$ cat config.mk
export PLATFORM = sky130hd
export DESIGN_NAME = stable_priority_queue_unit
export DESIGN_NICKNAME = d
export VERILOG_FILES = /design/src/hw/rtl/spq_pkg.sv /design/src/hw/rtl/spq_ram.sv /design/src/hw/rtl/spq_out.sv /design/src/hw/rtl/spq_ctrl.sv /design/src/hw/rtl/stable_priority_queue_unit.sv
export VERILOG_INCLUDE_DIRS = /design/src /design/src/hw/rtl
export SDC_FILE = /design/constraint.sdc
export NUM_CORES = 1
export LEC_CHECK = 0
export ABC_CLOCK_PERIOD_IN_PS = 5800
export BUFFER_PORTS_ARGS = -buffer_cell sky130_fd_sc_hd__clkbuf_2
export CAP_MARGIN = 10
export CORE_MARGIN = 5
export CORE_UTILIZATION = 62
export DETAILED_ROUTE_END_ITERATION = 10
export GPL_ROUTABILITY_DRIVEN = 1
export PLACE_DENSITY_LB_ADDON = 0.2
export SLEW_MARGIN = 20
export SYNTH_ARGS = -nofsm -noshare
export SYNTH_HDL_FRONTEND = slang
export SYNTH_SLANG_ARGS = --single-unit
export TNS_END_PERCENT = 1
$ cat constraint.sdc
create_clock -name clk -period 5.8 [get_ports clk]
set_input_delay 0.58 -clock clk [delete_from_list [all_inputs] [get_ports clk]]
set_output_delay 0.58 -clock clk [all_outputs]
set_load 0.005 [all_outputs]
$ cat src/hw/rtl/assert_macros.svh
// Assertion macros for the RTL of the queue, included by spq_ctrl.
`ifndef ASSERT_MACROS_SVH
`define ASSERT_MACROS_SVH
`ifndef NO_ASSERTIONS
`define ASSERT_CHECK(label, clk, rst, prop) \
  label: assert property (@(posedge clk) disable iff (rst) prop) \
    else $error("assertion failed");
`define ASSERT_ALWAYS(label, clk, prop) \
  label: assert property (@(posedge clk) prop) \
    else $error("assertion failed");
`else
`define ASSERT_CHECK(label, clk, rst, prop)
`define ASSERT_ALWAYS(label, clk, prop)
`endif
`endif

$ cat src/hw/rtl/spq_pkg.sv
`default_nettype none
package spq_pkg;
  localparam int CAPACITY = 32;
  localparam int ID_WIDTH = 32;
  localparam int PTR_W    = $clog2(CAPACITY);
  localparam int CNT_W    = $clog2(CAPACITY + 1);
  localparam int PRIO_W   = 2;
  localparam int NUM_LVL  = 4;
  localparam int ENTRY_W  = ID_WIDTH + PRIO_W;

  localparam int IN_ID_W     = 32;
  localparam int OUT_ID_W    = 32;
  localparam int S_TDATA_W   = ((3 + IN_ID_W + 7) / 8) * 8;
  localparam int M_TDATA_W   = ((OUT_ID_W + PRIO_W + 7) / 8) * 8;

  typedef logic [PTR_W-1:0]    ptr_t;
  typedef logic [CNT_W-1:0]    cnt_t;
  typedef logic [ID_WIDTH-1:0] id_t;
  typedef logic [PRIO_W-1:0]   prio_t;
  typedef logic [2:0]          status_t;
  typedef logic [1:0]          op_t;

  localparam logic [2:0] MAX_PRIO = 3'd3;

  localparam op_t OP_INSERT    = 2'd0;
  localparam op_t OP_ATTEND    = 2'd1;
  localparam op_t OP_LIST_ALL  = 2'd2;
  localparam op_t OP_LIST_PRIO = 2'd3;

  localparam status_t STAT_OK       = 3'd0;
  localparam status_t STAT_BAD_PRIO = 3'd1;
  localparam status_t STAT_FULL     = 3'd2;
  localparam status_t STAT_EMPTY    = 3'd3;
  localparam status_t STAT_NONE     = 3'd4;

  typedef struct packed {
    status_t status;
    id_t     id;
    prio_t   prio;
    logic    last;
  } res_t;

  // Physical slot of logical position idx in the circular store.
  function automatic ptr_t phys(input ptr_t head, input cnt_t idx);
    logic [CNT_W:0] s;
    s = (CNT_W + 1)'(head) + (CNT_W + 1)'(idx);
    if (s >= (CNT_W + 1)'(CAPACITY)) begin
      s = s - (CNT_W + 1)'(CAPACITY);
    end
    return s[PTR_W-1:0];
  endfunction
endpackage
`default_nettype wire

$ cat src/hw/rtl/spq_ram.sv
`default_nettype none
module spq_ram #(
  parameter int WIDTH = 8,
  parameter int DEPTH = 16
) (
  input  wire logic                     clk,
  input  wire logic                     wr_en,
  input  wire logic [$clog2(DEPTH)-1:0] wr_addr,
  input  wire logic [WIDTH-1:0]         wr_data,
  input  wire logic [$clog2(DEPTH)-1:0] rd_addr,
  output logic      [WIDTH-1:0]         rd_data
);
  logic [WIDTH-1:0] mem [DEPTH];

  always_ff @(posedge clk) begin
    if (wr_en) begin
      mem[wr_addr] <= wr_data;
    end
    rd_data <= mem[rd_addr];
  end
endmodule
`default_nettype wire

$ cat src/hw/rtl/spq_out.sv
`default_nettype none
module spq_out (
  input  wire logic                           clk,
  input  wire logic                           rst,
  input  wire logic                           load,
  input  wire spq_pkg::res_t                  res,
  output logic                                free,
  output logic                                m_axis_tvalid,
  input  wire logic                           m_axis_tready,
  // out_id, out_priority, zero fill
  output logic [spq_pkg::M_TDATA_W-1:0]       m_axis_tdata,
  // status
  output logic [2:0]                          m_axis_tuser,
  output logic                                m_axis_tlast
);
  spq_pkg::res_t held;
  logic          valid;

  assign free = !valid || m_axis_tready;

  always_ff @(posedge clk) begin
    if (rst) begin
      valid <= 1'b0;
    end else if (load) begin
      valid <= 1'b1;
    end else if (m_axis_tready) begin
      valid <= 1'b0;
    end
  end

  always_ff @(posedge clk) begin
    if (load) begin
      held <= res;
    end
  end

  assign m_axis_tvalid = valid;
  assign m_axis_tdata  = spq_pkg::M_TDATA_W'({held.prio, spq_pkg::OUT_ID_W'(held.id)});
  assign m_axis_tuser  = held.status;
  assign m_axis_tlast  = held.last;
endmodule
`default_nettype wire

$ cat src/hw/rtl/spq_ctrl.sv
`default_nettype none
`include "assert_macros.svh"
module spq_ctrl (
  input  wire logic                          clk,
  input  wire logic                          rst,
  input  wire logic                          in_valid,
  output logic                               in_ready,
  input  wire spq_pkg::op_t                  in_op,
  input  wire logic [2:0]                    in_prio,
  input  wire logic [spq_pkg::IN_ID_W-1:0]   in_id,
  output logic                               wr_en,
  output spq_pkg::ptr_t                      wr_addr,
  output logic [spq_pkg::ENTRY_W-1:0]        wr_data,
  output spq_pkg::ptr_t                      rd_addr,
  input  wire logic [spq_pkg::ENTRY_W-1:0]   rd_data,
  output logic                               res_load,
  output spq_pkg::res_t                      res,
  input  wire logic                          out_free
);
  localparam logic [2:0] S_IDLE   = 3'd0;
  localparam logic [2:0] S_INS    = 3'd1;
  localparam logic [2:0] S_INS_WR = 3'd2;
  localparam logic [2:0] S_RD     = 3'd3;
  localparam logic [2:0] S_DAT    = 3'd4;
  localparam logic [2:0] S_EMIT   = 3'd5;

  logic [2:0]     state;
  spq_pkg::op_t   op;
  spq_pkg::prio_t prio;
  spq_pkg::id_t   id;
  spq_pkg::ptr_t  head;
  spq_pkg::cnt_t  count;
  spq_pkg::cnt_t  lvl_cnt [spq_pkg::NUM_LVL];
  spq_pkg::cnt_t  idx;
  spq_pkg::cnt_t  end_idx;
  spq_pkg::cnt_t  pos;
  logic           more;

  spq_pkg::cnt_t         upto_sum;
  spq_pkg::cnt_t         below_sum;
  logic [spq_pkg::CNT_W+1:0] lvl_sum;
  spq_pkg::prio_t        rd_prio;
  logic                  is_last;

  assign in_ready = (state == S_IDLE);
  assign rd_prio  = rd_data[spq_pkg::ID_WIDTH +: spq_pkg::PRIO_W];
  assign is_last  = ((idx + spq_pkg::cnt_t'(1)) == end_idx);
  assign res_load = (state == S_EMIT) && out_free;

  // Entries stay grouped by level, so level counts give every boundary.
  always_comb begin
    upto_sum  = '0;
    below_sum = '0;
    lvl_sum   = '0;
    for (int l = 0; l < spq_pkg::NUM_LVL; l++) begin
      if (2'(l) <= in_prio[1:0]) begin
        upto_sum = upto_sum + lvl_cnt[l];
      end
      if (2'(l) < in_prio[1:0]) begin
        below_sum = below_sum + lvl_cnt[l];
      end
      lvl_sum = lvl_sum + (spq_pkg::CNT_W + 2)'(lvl_cnt[l]);
    end
  end

  always_comb begin
    wr_en   = 1'b0;
    wr_addr = spq_pkg::phys(head, idx);
    wr_data = rd_data;
    if (state == S_INS) begin
      rd_addr = spq_pkg::phys(head, idx - spq_pkg::cnt_t'(1));
    end else begin
      rd_addr = spq_pkg::phys(head, idx);
    end
    if (state == S_INS && idx == pos) begin
      wr_en   = 1'b1;
      wr_data = {prio, id};
    end else if (state == S_INS_WR) begin
      wr_en   = 1'b1;
    end
  end

  always_ff @(posedge clk) begin
    if (rst) begin
      state <= S_IDLE;
      head  <= '0;
      count <= '0;
      more  <= 1'b0;
      for (int l = 0; l < spq_pkg::NUM_LVL; l++) begin
        lvl_cnt[l] <= '0;
      end
    end else begin
      unique case (state)
        S_IDLE: begin
          if (in_valid) begin
            op       <= in_op;
            prio     <= in_prio[1:0];
            id       <= spq_pkg::id_t'(in_id);
            more     <= 1'b0;
            res.id   <= '0;
            res.prio <= '0;
            res.last <= 1'b1;
            if (in_op == spq_pkg::OP_INSERT) begin
              if (in_prio > spq_pkg::MAX_PRIO) begin
                res.status <= spq_pkg::STAT_BAD_PRIO;
                state      <= S_EMIT;
              end else if (count == spq_pkg::cnt_t'(spq_pkg::CAPACITY)) begin
                res.status <= spq_pkg::STAT_FULL;
                state      <= S_EMIT;
              end else begin
                res.status <= spq_pkg::STAT_OK;
                idx        <= count;
                pos        <= upto_sum;
                state      <= S_INS;
              end
            end else if (count == '0) begin
              res.status <= spq_pkg::STAT_EMPTY;
              state      <= S_EMIT;
            end else if (in_op == spq_pkg::OP_ATTEND) begin
              res.status <= spq_pkg::STAT_OK;
              idx        <= '0;
              end_idx    <= spq_pkg::cnt_t'(1);
              state      <= S_RD;
            end else if (in_op == spq_pkg::OP_LIST_ALL) begin
              res.status <= spq_pkg::STAT_OK;
              idx        <= '0;
              end_idx    <= count;
              state      <= S_RD;
            end else if (in_prio > spq_pkg::MAX_PRIO) begin
              res.status <= spq_pkg::STAT_BAD_PRIO;
              state      <= S_EMIT;
            end else if (lvl_cnt[in_prio[1:0]] == '0) begin
              res.status <= spq_pkg::STAT_NONE;
              state      <= S_EMIT;
            end else begin
              res.status <= spq_pkg::STAT_OK;
              idx        <= below_sum;
              end_idx    <= below_sum + lvl_cnt[in_prio[1:0]];
              state      <= S_RD;
            end
          end
        end
        S_INS: begin
          if (idx == pos) begin
            count         <= count + spq_pkg::cnt_t'(1);
            lvl_cnt[prio] <= lvl_cnt[prio] + spq_pkg::cnt_t'(1);
            state         <= S_EMIT;
          end else begin
            state <= S_INS_WR;
          end
        end
        S_INS_WR: begin
          idx   <= idx - spq_pkg::cnt_t'(1);
          state <= S_INS;
        end
        S_RD: begin
          state <= S_DAT;
        end
        S_DAT: begin
          res.status <= spq_pkg::STAT_OK;
          res.id     <= rd_data[spq_pkg::ID_WIDTH-1:0];
          res.prio   <= rd_prio;
          res.last   <= is_last;
          more       <= !is_last;
          if (op == spq_pkg::OP_ATTEND) begin
            head             <= spq_pkg::phys(head, spq_pkg::cnt_t'(1));
            count            <= count - spq_pkg::cnt_t'(1);
            lvl_cnt[rd_prio] <= lvl_cnt[rd_prio] - spq_pkg::cnt_t'(1);
          end
          state <= S_EMIT;
        end
        S_EMIT: begin
          if (out_free) begin
            if (more) begin
              idx   <= idx + spq_pkg::cnt_t'(1);
              state <= S_RD;
            end else begin
              state <= S_IDLE;
            end
          end
        end
        default: begin
          state <= S_IDLE;
        end
      endcase
    end
  end

  `ASSERT_CHECK(a_count_bound, clk, rst, count <= spq_pkg::cnt_t'(spq_pkg::CAPACITY))
  `ASSERT_CHECK(a_level_sum, clk, rst, lvl_sum == (spq_pkg::CNT_W + 2)'(count))
  `ASSERT_CHECK(a_emit_hold, clk, rst, (state == S_EMIT && !out_free) |=> (state == S_EMIT))
  `ASSERT_CHECK(a_write_only_insert, clk, rst, wr_en |-> (state == S_INS || state == S_INS_WR))
endmodule
`default_nettype wire

$ cat src/hw/rtl/stable_priority_queue_unit.sv
// Steps: insert moves each entry of a higher level up one slot (read, then write), then writes
// the new entry and loads its status; attend and each listed entry take read, capture, load.
// Rejected or error requests load their answer straight from idle.
// One request at a time: ready returns the cycle after the last result is loaded, and a
// stalled output holds the sequence in place.
// Synchronous active-high reset empties the queue; the entry RAM is not cleared.
`default_nettype none
module stable_priority_queue_unit (
  input  wire logic                         clk,
  input  wire logic                         rst,
  input  wire logic                         s_axis_tvalid,
  output logic                              s_axis_tready,
  // priority_req [2:0], entry_id [34:3], zero fill
  input  wire logic [spq_pkg::S_TDATA_W-1:0] s_axis_tdata,
  // opcode
  input  wire logic [1:0]                   s_axis_tuser,
  output logic                              m_axis_tvalid,
  input  wire logic                         m_axis_tready,
  // out_id [31:0], out_priority [33:32], zero fill
  output logic [spq_pkg::M_TDATA_W-1:0]     m_axis_tdata,
  // status
  output logic [2:0]                        m_axis_tuser,
  output logic                              m_axis_tlast
);
  logic                            wr_en;
  spq_pkg::ptr_t                   wr_addr;
  logic [spq_pkg::ENTRY_W-1:0]     wr_data;
  spq_pkg::ptr_t                   rd_addr;
  logic [spq_pkg::ENTRY_W-1:0]     rd_data;
  logic                            res_load;
  spq_pkg::res_t                   res;
  logic                            out_free;

  spq_ctrl u_ctrl (
    .clk      (clk),
    .rst      (rst),
    .in_valid (s_axis_tvalid),
    .in_ready (s_axis_tready),
    .in_op    (s_axis_tuser),
    .in_prio  (s_axis_tdata[2:0]),
    .in_id    (s_axis_tdata[3 +: spq_pkg::IN_ID_W]),
    .wr_en    (wr_en),
    .wr_addr  (wr_addr),
    .wr_data  (wr_data),
    .rd_addr  (rd_addr),
    .rd_data  (rd_data),
    .res_load (res_load),
    .res      (res),
    .out_free (out_free)
  );

  spq_ram #(
    .WIDTH (spq_pkg::ENTRY_W),
    .DEPTH (spq_pkg::CAPACITY)
  ) u_ram (
    .clk     (clk),
    .wr_en   (wr_en),
    .wr_addr (wr_addr),
    .wr_data (wr_data),
    .rd_addr (rd_addr),
    .rd_data (rd_data)
  );

  spq_out u_out (
    .clk           (clk),
    .rst           (rst),
    .load          (res_load),
    .res           (res),
    .free          (out_free),
    .m_axis_tvalid (m_axis_tvalid),
    .m_axis_tready (m_axis_tready),
    .m_axis_tdata  (m_axis_tdata),
    .m_axis_tuser  (m_axis_tuser),
    .m_axis_tlast  (m_axis_tlast)
  );
endmodule
`default_nettype wire

Word-level counts from Yosys, hierarchy flattened
Memory sizes are Yosys's and may differ from the RTL's. A register that Yosys moved wholly into a read port is not among the register bits.
Index checks and enable logic that the tools add are counted.
- RAM bits: 1112
- memories: 2
- bits in registers: 146
- input bits: 46
- memory list (memory ; words ; width ; rd ports ; clocked after Yosys merged registers in ; wr ports ; RTL line ; text):
    u_ram.mem ; 32 ; 34 ; 1 ; 1 ; 1 ; spq_ram.sv:13 ; logic [WIDTH-1:0] mem [DEPTH];
    u_ctrl.lvl_cnt ; 4 ; 6 ; 7 ; 1 ; 4 ; spq_ctrl.sv:33 ; spq_pkg::cnt_t lvl_cnt [spq_pkg::NUM_LVL];
- mux-type cells: 79
- equal/unequal tests: 23
- $add $sub $neg: 19
- bitwise operators: 5
- reduce and logical (&&, ||, !) cells: 24
- $lt $le $gt $ge: 12
- operators by type and width (kind ; count):
    2-to-1 mux 6 bit ; 26
    one-hot mux 38 bit (2 select lines) ; 1
    2-to-1 mux 3 bit ; 18
    adder 6 bit ; 7
    2-to-1 mux 38 bit ; 1
    2-to-1 mux 34 bit ; 1
    2-to-1 mux 5 bit ; 4
    2-to-1 mux 1 bit ; 19
    adder 6 x 1 -> 6 bit (second input constant) ; 3
    one-hot mux 3 bit (6 select lines) ; 1
    one-hot mux 6 bit (3 select lines) ; 1
    subtractor 6 x 1 -> 6 bit (second input constant) ; 3
    subtractor 5 x 1 -> 5 bit (second input constant) ; 3
    adder 5 x 6 -> 7 bit ; 2
    >= comparator 7 x 6 -> 1 bit (second input constant) ; 2
    == test 6 bit ; 2
    zero test 6 bit ; 2
    one-hot mux 6 bit (2 select lines) ; 1
    OR reduction 6 bit ; 2
    2-to-1 mux 2 bit ; 5
    inequality test 5 x 2 -> 1 bit (second input constant) ; 2
    AND reduction 10 bit ; 1
    AND reduction 3 bit ; 3
    AND reduction 7 bit ; 1
    other kinds (29) ; 51

Logic depth before layout (Yosys ltp)
- word-level depth: 16
- mapped depth: 23
- depth with buffers taken out: 20

Cells and area by module
A second synthesis with hierarchy kept.
- cells, all modules: 3235
- area total of the unflattened synthesis: 53035.9 sq um
- by module, submodules not included (module ; sequential area each (sq um) ; cells an instance ; times used ; area an instance (sq um)):
    spq_ram ; 33352.0 ; 2399 ; 1 ; 43107.6
    spq_ctrl ; 3823.7 ; 787 ; 1 ; 8692.1
    spq_out ; 1161.1 ; 49 ; 1 ; 1236.2

Worst setup path after synthesis
Ideal clock, no wire load.
- path type: input to register
- start point: input port rst
- end point: register, netlist name u_ctrl.res[0]
- arrival: 4637 ps
- stages: 3
- setup time: 528 ps
- setup slack: 634 ps
- data required time: 5272 ps
- cells stage by stage: clkbuf_1 -> clkbuf_1 -> nor4_1
- word-level cells in the longest chain between the ends: 2
- RTL lines (what ; RTL line ; text):
    start: declaration ; stable_priority_queue_unit.sv:10 ; input wire logic rst,
    NOT 1 bit (no line) ; - ;
    AND reduction 3 bit (no line) ; - ;
No other way between the ends.
A chain may end at the register's enable or synchronous reset.

==> impl_metrics.env <==
export IMPL_cts_hold_fix_buffers=22
export IMPL_clock_fmax_mhz=207.5
export IMPL_portBuffers=80
export IMPL_irDropWorstVdd_v=0.0003124
export IMPL_numCtsBuffers=135
export IMPL_relSlewSlack_pct=27.20
export IMPL_min_path_type="input pin to register"
export IMPL_n_antenna_cell=0
export IMPL_grt_usage_pct=28.49
export IMPL_cts_root_buf="clkbuf_16"
export IMPL_cp_arrival_ns=5.30
export IMPL_status="finished clean"
export IMPL_grt_antenna_before_repair=8
export IMPL_die_w_um=330.5
export IMPL_fin_tns_setup_ns=0
export IMPL_final_cell_mix="edfxtp_1, mux2i_1, a211oi_1"
export IMPL_ioPinCount=92
export IMPL_seq_area_frac_synth_pct=60.19
export IMPL_synth_edff_count=1242
export IMPL_fin_worst_skew_ns=0.02021
export IMPL_cts_tree="done"
export IMPL_worst_pin_slew_ns=1.089
export IMPL_first_global_vias=37860
export IMPL_grt_max_degree=130
export IMPL_required_ns=6.28
export IMPL_wl_um=156400
export IMPL_finalCritPeriodShare_pct=83.09
export IMPL_power_density_nw_per_um2=440.2
export IMPL_fin_crit_ns=4.819
export IMPL_critical_path_peak_fanout=7
export IMPL_start_util_pct=62.52
export IMPL_p_leak_nw=24.97
export IMPL_dp_hpwl_um=93090
export IMPL_report_final_slew_viol_count=0
export IMPL_ys_flop_type="edfxtp_1"
export IMPL_rsz0062_at_grt="no"
export IMPL_ys_warnings_count=0
export IMPL_reg2reg_slack_ns=0.98
export IMPL_yosysUniqueCellTypes=71
export IMPL_core_area_um2=101900
export IMPL_cts_resized=0
export IMPL_firstDrtPassIters=8
export IMPL_vias_per_cell=6.606
export IMPL_clkTransAtPathRegs_ns=0.06
export IMPL_max_clock_path_buffers=3
export IMPL_ant_nets=0
export IMPL_cts_sinks=1294
export IMPL_grt_overflow=0
export IMPL_vias=38480
export IMPL_syn2layout_area_growth_pct=10.74
export IMPL_cts_setup_buffers=0
export IMPL_drive_above_1_share_pct=15.17
export IMPL_die_h_um=330.5
export IMPL_drt_initial_drc_count=3990
export IMPL_setup_violations=0
export IMPL_clock_latency_ns=0.74
export IMPL_synth_cells=4309
export IMPL_syn_area_um2=63700
export IMPL_gp_congestion=0.8223
export IMPL_grt_pass1_wl_um=231900
export IMPL_rows=117
export IMPL_route_detailed_drc=0
export IMPL_final_nets=4456
export IMPL_endpoint_kind="register"
export IMPL_start_kind="register"
export IMPL_synth_seq_cells=1294
export IMPL_syn_area_per_cell_um2=14.78
export IMPL_final_common_cell="edfxtp_1"
export IMPL_critPathKind="register to register"
export IMPL_drv_cap=0
export IMPL_hold_viol=0
export IMPL_die_area_um2=109200
export IMPL_htreeDepth=4
export IMPL_routedWlPerCell_um=26.86
export IMPL_final_core_util_pct=69.23
export IMPL_async_reset_ff_share_pct=0
-- through the flow --
stage                     area, um2  hold slack [ns]  std cells  setup slack (ns)  power (mW)
after global placement        66070           0.4003       5561             1.077       22.51
after detailed placement      66070           0.4045       5561             1.024       22.77
after floorplan               63720           0.4003       4314            0.6345       19.94
after global routing          70540          0.01832       5825            0.7092       32.31
final                         70540          0.05372       5825            0.9806       31.05
after CTS                     70530         0.001466       5825             1.007       31.06
-- where the power goes --
group,leakage [nW],internal (mW),switching (mW),total [mW]
Combinational,11.3,4.21,6.32,10.5
Clock,2.07,4.84,3.49,8.33
Sequential,11.6,11.8,0.400,12.2
Total,25.0,20.8,10.2,31.1
-- layout make-up --
cell class,instances,area [um2]
clock buffers,178,3655
clock inverters,64,586.8
fillers,6749,31350
inverters,49,183.9
multi-input cells,2643,23990
flip-flops and latches,1294,38340
well taps,1368,1712
repair buffers,229,2074
-- logic make-up after synthesis --
logic type               Yosys count  share of synthesized area [%]
flip-flops                      1294                          60.19
multiplexers                    1190                          22.52
AO/OA/AOI/OAI                    653                          7.030
XOR/XNOR                          72                          1.012
other                              1                       0.005887
adder cells (fa/ha/maj)           61                          1.293
buffers and inverters            377                          2.707
AND/OR/NAND/NOR                  661                          5.249
-- cells in the mapped netlist (11+ instances only) --
cell      number  share of area [%]
edfxtp_1    1242                 59
mux2i_1      956                 15
a211oi_1     274                3.2
nor2b_1      214                2.1
mux4_2       190                6.7
a21oi_1      181                1.4
nand2_1      176                1.0
clkbuf_1     152               0.90
nor2_1       146               0.86
buf_2        144                1.1
a311oi_1      67               0.92
dfxtp_1       52                1.6
ha_1          49               0.96
inv_1         49               0.29
mux2_2        44               0.78
o22ai_1       39               0.38
and2_1        38               0.37
xor2_1        37               0.51
nor4_1        36               0.35
xnor2_1       34               0.47
o21ai_0       23               0.18
buf_4         16               0.19
a21o_1        15               0.18
nor3_1        11              0.086
-- state kept, by name, summed over array words and instances (netlist names), 24 cells and up, named ones only --
| signal | flops |
|---|---|
| u_ram.rd_data | 34 |
| u_ctrl.id | 32 |
| u_ctrl.res | 38 |
| u_ctrl.lvl_cnt | 24 |
| u_out.m_axis_tdata | 34 |
| u_ram.mem | 1088 |
-- path summary, 6_finish.rpt --
path,end,start,cells past startpoint
max reg2reg,u_ctrl.pos[5],u_ctrl.lvl_cnt[0][0],19
min reg2reg,u_out.m_axis_tdata[15],u_ctrl.res[18],0
min,u_ctrl.op[1],s_axis_tuser[1],1
max,u_ctrl.pos[5],u_ctrl.lvl_cnt[0][0],19
-- layer usage --
| layer | vias up | track usage (%) | part of all wire (%) |
|---|---|---|---|
| met3 | 275 | 5.309 | 8.7 |
| met4 | 2 | 9.840 | 3.2 |
| li1 | 17050 | - | - |
| met2 | 1601 | 46.23 | 48 |
| met1 | 19550 | 39.43 | 40 |
| met5 | - | 0 | 0.0045 |
-- critical path: stages, from the launching register on --
cell and delay, ns:
edfxtp_1 0.47, ha_1 0.27, fa_1 0.41, xnor2_1 0.19, nor2_1 0.06, a21oi_1 0.20, inv_1 0.07, ha_1 0.33
a21o_1 0.19, a21oi_1 0.17, xnor2_1 0.08, mux2_2 0.27, ha_1 0.32, nand2b_1 0.13, o221ai_1 0.11, or3b_2 0.52
nor2b_1 0.15, o211a_1 0.22, a221o_1 0.27, xor2_1 0.15
Note: power is estimated with default switching activity, not from simulation.
